==> src/hdl/mcm_pkg.sv <==
// Shared types and constants for the multi-channel mailbox FIFO.
package mcm_pkg;

  localparam int CMD_W     = 3;
  localparam int CHAN_IN_W = 4;
  localparam int BYTE_W    = 8;
  localparam int CNT_OUT_W = 8;
  localparam int STATUS_W  = 2;

  typedef enum logic [CMD_W-1:0] {
    CMD_APP_WRITE = 3'd0,
    CMD_DEV_READ  = 3'd1,
    CMD_DEV_WRITE = 3'd2,
    CMD_APP_READ  = 3'd3,
    CMD_QUERY     = 3'd4
  } cmd_t;

  typedef enum logic [STATUS_W-1:0] {
    STS_DONE  = 2'd0,
    STS_FULL  = 2'd1,
    STS_EMPTY = 2'd2
  } status_t;

  typedef enum logic [1:0] {
    FSM_IDLE = 2'd0,
    FSM_PTR  = 2'd1,
    FSM_DATA = 2'd2
  } fsm_t;

  // Request to one queue: push or pop, never both.
  typedef struct packed {
    logic push;
    logic pop;
  } q_op_t;

  // Outcome of one queue operation.
  typedef struct packed {
    logic    ok;
    status_t status;
  } q_res_t;

endpackage

==> src/hdl/mcm_queue_ctl.sv <==
// Ring pointer update, full and empty checks and occupancy for one queue.
module mcm_queue_ctl
  import mcm_pkg::*;
#(
  parameter int REGION_DEPTH = 256,
  parameter int PTR_W        = 8
) (
  input  logic [PTR_W-1:0] head,
  input  logic [PTR_W-1:0] tail,
  input  q_op_t            op,
  output logic [PTR_W-1:0] head_nxt,
  output logic [PTR_W-1:0] tail_nxt,
  output q_res_t           res,
  output logic [PTR_W-1:0] count
);

  localparam logic [PTR_W-1:0] LAST  = PTR_W'(REGION_DEPTH - 1);
  localparam logic [PTR_W:0]   DEPTH = (PTR_W+1)'(REGION_DEPTH);

  logic [PTR_W-1:0] head_inc;
  logic [PTR_W-1:0] tail_inc;
  logic [PTR_W:0]   diff;
  logic [PTR_W:0]   diff_wrap;

  assign head_inc = (head == LAST) ? '0 : head + 1'b1;
  assign tail_inc = (tail == LAST) ? '0 : tail + 1'b1;

  always_comb begin
    head_nxt   = head;
    tail_nxt   = tail;
    res.ok     = 1'b0;
    res.status = STS_DONE;
    if (op.push) begin
      if (tail_inc == head) begin
        res.status = STS_FULL;
      end else begin
        tail_nxt = tail_inc;
        res.ok   = 1'b1;
      end
    end else if (op.pop) begin
      if (head == tail) begin
        res.status = STS_EMPTY;
      end else begin
        head_nxt = head_inc;
        res.ok   = 1'b1;
      end
    end
  end

  // Occupancy after the update; a negative difference wraps by one depth.
  assign diff      = {1'b0, tail_nxt} - {1'b0, head_nxt};
  assign diff_wrap = diff[PTR_W] ? diff + DEPTH : diff;
  assign count     = diff_wrap[PTR_W-1:0];

endmodule

==> config.mk <==
export PLATFORM = sky130hd
export DESIGN_NAME = mcm_queue_ctl
export DESIGN_NICKNAME = d
export VERILOG_FILES = /design/src/hdl/mcm_pkg.sv /design/src/hdl/mcm_queue_ctl.sv
export SDC_FILE = /design/constraint.sdc
export NUM_CORES = 1
export LEC_CHECK = 0
export BUFFER_PORTS_ARGS = -buffer_cell sky130_fd_sc_hd__buf_2
export CAP_MARGIN = 30
export CORE_AREA = 2 2 71 56
export DETAILED_ROUTE_END_ITERATION = 6
export DIE_AREA = 0 0 73 58
export REMOVE_ABC_BUFFERS = 1
export SLEW_MARGIN = 20
export SYNTH_ARGS = -nofsm -noshare
export SYNTH_HDL_FRONTEND = slang
export SYNTH_SLANG_ARGS = --single-unit
export TNS_END_PERCENT = 1
==> constraint.sdc <==
create_clock -name vclk -period 5.1
set_clock_uncertainty 0.2 [all_clocks]
set_input_delay 0.765 -clock vclk [all_inputs]
set_output_delay 0.765 -clock vclk [all_outputs]
set_load 0.02 [all_outputs]
Word level (Yosys, flattened, before mapping):

Index checks and enable logic that the tools add are counted.

* register bits: 0
* bits of input ports: 18
* output and inout port bits: 27
* word-level logic and storage cells: 22

* $add $sub $neg: 4
* equality and inequality tests: 4
* muxes and demuxes: 14

Operators by type and width (number)
* $mux W8: 8
* $add A8 B1 Y8 const B: 3
* $eq A8 B8 Y1: 2
* $eq A8 B8 Y1 const B: 2
* $sub A8 B8 Y9: 1
* $mux W3: 2
* $mux W1: 3
* $mux W2: 1

Depth between registers and ports, before layout:

* depth in word-level cells: 8
* depth in mapped cells: 17
* mapped depth without buffers: 16

Worst setup path before layout:

OpenSTA, ideal clock, no wires.

* path kind: input to output
* start: input tail[0]
* end: output count[7]
* arrival time: 4.170 ns
* data required time: 4.135 ns
* setup slack: -0.035 ns
* cell stages on the path: 14
* path buffers: 1
* path through: ha_1 nand3_2 nor2_1 or4_1 o2111ai_2 o21ai_1 buf_2 o41ai_1 ha_1 nor2b_1 o21ai_0 nand2b_1 a31oi_1 xnor2_1

* word-level cells in the longest chain between the ends: 8
* elaborated cells between the ends (all ways): 13
* classes of those cells: add/sub (3); eq/ne (3); mux (7)

Ends and longest elaborated chain
* from (decl): line mcm_queue_ctl.sv:9 `input logic [PTR_W-1:0] tail,`
* $add A8 B1 Y8 / $eq A8 B8 Y1 (equally long branches): line mcm_queue_ctl.sv:26 `assign tail_inc = (tail == LAST) ? '0 : tail + 1'b1;`
* $mux W8 *: line mcm_queue_ctl.sv:26
* $eq A8 B8 Y1: line mcm_queue_ctl.sv:34 `if (tail_inc == head) begin`
* $mux W8 *: line mcm_queue_ctl.sv:34
* $mux W8 *: line mcm_queue_ctl.sv:33 `if (op.push) begin`
* named net tail_nxt[5]: line mcm_queue_ctl.sv:12 `output logic [PTR_W-1:0] tail_nxt,`
* $sub A8 B8 Y9 *: line mcm_queue_ctl.sv:51 `assign diff = {1'b0, tail_nxt} - {1'b0, head_nxt};`
* $add A8 B1 Y8: line mcm_queue_ctl.sv:52 `assign diff_wrap = diff[PTR_W] ? diff + DEPTH : diff;`
* $mux W8 *: line mcm_queue_ctl.sv:52
* to (decl): line mcm_queue_ctl.sv:14 `output logic [PTR_W-1:0] count`

Mark *: on every way through the listed nets, which the timed path passes. The rest lies on a longest branch.

Worst setup path after layout:

* start: input tail[0]
* end: output count[7]

* word-level cells in the longest chain between the ends: 8
* elaborated cells between the ends (all ways): 13
* classes of those cells: add/sub (3); eq/ne (3); mux (7)

Ends and longest elaborated chain (line)
* $add A8 B1 Y8 / $eq A8 B8 Y1 (equally long branches): mcm_queue_ctl.sv:26
* $mux W8: mcm_queue_ctl.sv:26
* $eq A8 B8 Y1: mcm_queue_ctl.sv:34
* $mux W8: mcm_queue_ctl.sv:34
* $mux W8: mcm_queue_ctl.sv:33
* $sub A8 B8 Y9 *: mcm_queue_ctl.sv:51
* $add A8 B1 Y8: mcm_queue_ctl.sv:52
* $mux W8 *: mcm_queue_ctl.sv:52

Mark *: on every way between the ends. The rest lies on a longest branch, timed or not.

==> reports/metrics.csv <==
stage,metric,value,unit
yosys,syn_area,0.00118,sq mm
yosys,syn_inst,170,
timing,hold_viol,0,
floorplan,die_w,73,um
critical_path,cp-start-kind,input port,
place,port_buffers,45,
place,place_congestion,0.880,
power,p_seq_frac,0,
global_route,overflow,0,
route,drc,0,
floorplan,core_area,0.00354,sq mm
place,post_dp_cell_area,0.00148,sq mm
power,internal_power,0.0794,mW
timing,min_period,4800,ps
critical_path,cp.arrival,3830,ps
cells_and_area,syn_to_final_growth,27.0,%
place,dp_hpwl,2.90,mm
min_path,worstHoldPathType,in2out,
global_route,grt_max_degree,12,
route,drt-total-wl,3.48,mm
min_path,whs_path_depth,3,
route,drt-pass1-iter-count,4,
global_route,grt_pass1_vias,1177,
timing,grt_setup_unrepaired,no,
yosys,synth_compound_area_frac,0.309,
power,vdd_drop_max,96.4,uV
global_route,grt_usage,0.159,
cells_and_area,drive_gt1_frac,0.347,
cells_and_area,seqCellArea,0,sq um
critical_path,required,4140,ps
critical_path,path_class,in2out,
timing,period_share,0.941,
timing,fmax,208,MHz
flow_run,maxCapViolations,0,
timing,relSlewSlack,0.646,
power,p_per_area,134,mW/mm^2
route,viasPerCell,5.29,
route,ant_nets,0,
yosys,muxShareOfSynthArea,0.0255,
yosys,synthXorXnorAreaFrac,0.198,
cells_and_area,diodes,0,
route,first_iter_violations,46,
critical_path,critical_path.max_fanout,6,
min_path,hold_start,head[6],
timing,worst_hold_slack,1720,ps
power,combPwrFrac,1.000,
yosys,ys_warn_count,0,
yosys,avgSynthCellArea,6.94,sq um
floorplan,die-height,58,um
power,p_sw,0.121,mW
global_route,grt_first_pass_wirelength,5.54,mm
power,power.total,0.201,mW
critical_path,critPathCaptureType,primary output,
power,p_leak,0.691,nW
timing,worst_pin_slew,524,ps
cells_and_area,seq_cells,0,
floorplan,dieArea,0.00423,sq mm
min_path,min_to,head_nxt[6],
power,clkPwrFrac,0,
yosys,yosys.area_share.simple,0.251,
cells_and_area,final_nets,243,
cells_and_area,stdcell_area,0.00150,sq mm
critical_path,cp-startpoint,tail[0],
timing,slew_viol_final,0,
global_route,antenna_found_initial,0,
floorplan,io_pins,45,
yosys,synth_top_family_by_area,compound AO/OA/AOI/OAI gates,
yosys,yosysUniqueCellTypes,44,
outcome,outcome,completed,
route,wire_per_inst,13.6,um
cells_and_area,layout_commonest_cell,buf_2,
power,p_sw_frac,0.605,
cells_and_area,layout_common_cells,"buf_2, xnor2_1, inv_1",
floorplan,initial_utilization,0.333,
yosys,synthAdderAreaFrac,0.112,
floorplan,num_rows,19,
cells_and_area,clock_buffers,0,
route,vias,1349,
yosys,ys_seq_area_frac,0,
timing,setup_viol,0,
cells_and_area,fillers,404,
[worst max-delay path by stage]
| stage | to | slack, ps | depth (start not counted) |
|---|---|---|---|
| floorplan | count[7] | -40 | 13 |
| global placement | count[6] | 250 | 17 |
| detailed placement | count[7] | 220 | 17 |
| CTS | count[7] | 180 | 17 |
| global route | count[7] | 2 | 19 |
| finish | count[7] | 300 | 19 |
[area by class of cell]
class / instances / area, sq um / area share
tap: 42 / 52.6 / 0.0351
inverter: 15 / 56.3 / 0.0376
multi-input combinational: 141 / 1070 / 0.717
timing repair buffer: 57 / 315 / 0.210
[cell families after synthesis]
logic type / count (synthesis)
fa+ha+maj: 10
simple gates: 56
compound gates: 47
buf+inv: 29
mux: 3
xor+xnor: 25
[power groups by stage]
| stage | clock, mW | combinational [mW] | sequential, mW |
|---|---|---|---|
| global route | 0 | 0.220 | 0 |
| finish | 0 | 0.201 | 0 |
| detailed placement | 0 | 0.199 | 0 |
| global placement | 0 | 0.200 | 0 |
| floorplan | 0 | 0.128 | 0 |
| CTS | 0 | 0.200 | 0 |
[cell usage after synthesis, types with 7 or more instances]
library cell,n,area share
ha_1,9,0.095
nand2_1,11,0.035
nor2_1,10,0.032
o21ai_0,7,0.030
inv_1,14,0.045
buf_2,8,0.034
xnor2_1,18,0.13
a21oi_1,11,0.047
[layer usage]
layer  part of all wire  track usage  vias to the layer above
li1                   -            -                      704
met1               0.52        0.251                      604
met2               0.41        0.246                       41
met3              0.065       0.0139                        0
met4                  0            0                        0
met5                  0            0                        -
[timing repair]
action                                  in CTS  in global routing
hold buffers                                 0                  0
endpoints found under the setup margin       0                  2
buffers inserted                             0                  0
endpoints found under the hold margin        0                  0
gates resized for setup                      0                  3
[per-stage QoR]
stage	setup slack [ps]	instances	TNS [ps]	util
3_5_place_dp	216	255	0	0.418
5_1_grt	2.17	255	0	0.423
4_1_cts	178	255	0	0.418
2_1_floorplan	-40.5	156	-40.5	-
3_3_place_gp	253	255	0	0.418
6_report	301	255	0	0.423
[critical path, cell delays in order]
cell and delay [ps]:
buf_2 100, ha_1 210, nand3_2 100, buf_4 130, nor2_1 60, or4_1 520
o2111ai_2 100, o21ai_2 120, buf_4 170, nor2_1 110, xor2_1 210, ha_1 310
a21oi_1 160, nor2b_1 50, o21ai_0 130, nand2b_1 90, a31oi_2 170, xnor2_1 130
buf_2 180
Note: power is estimated with default switching activity, not from simulation.
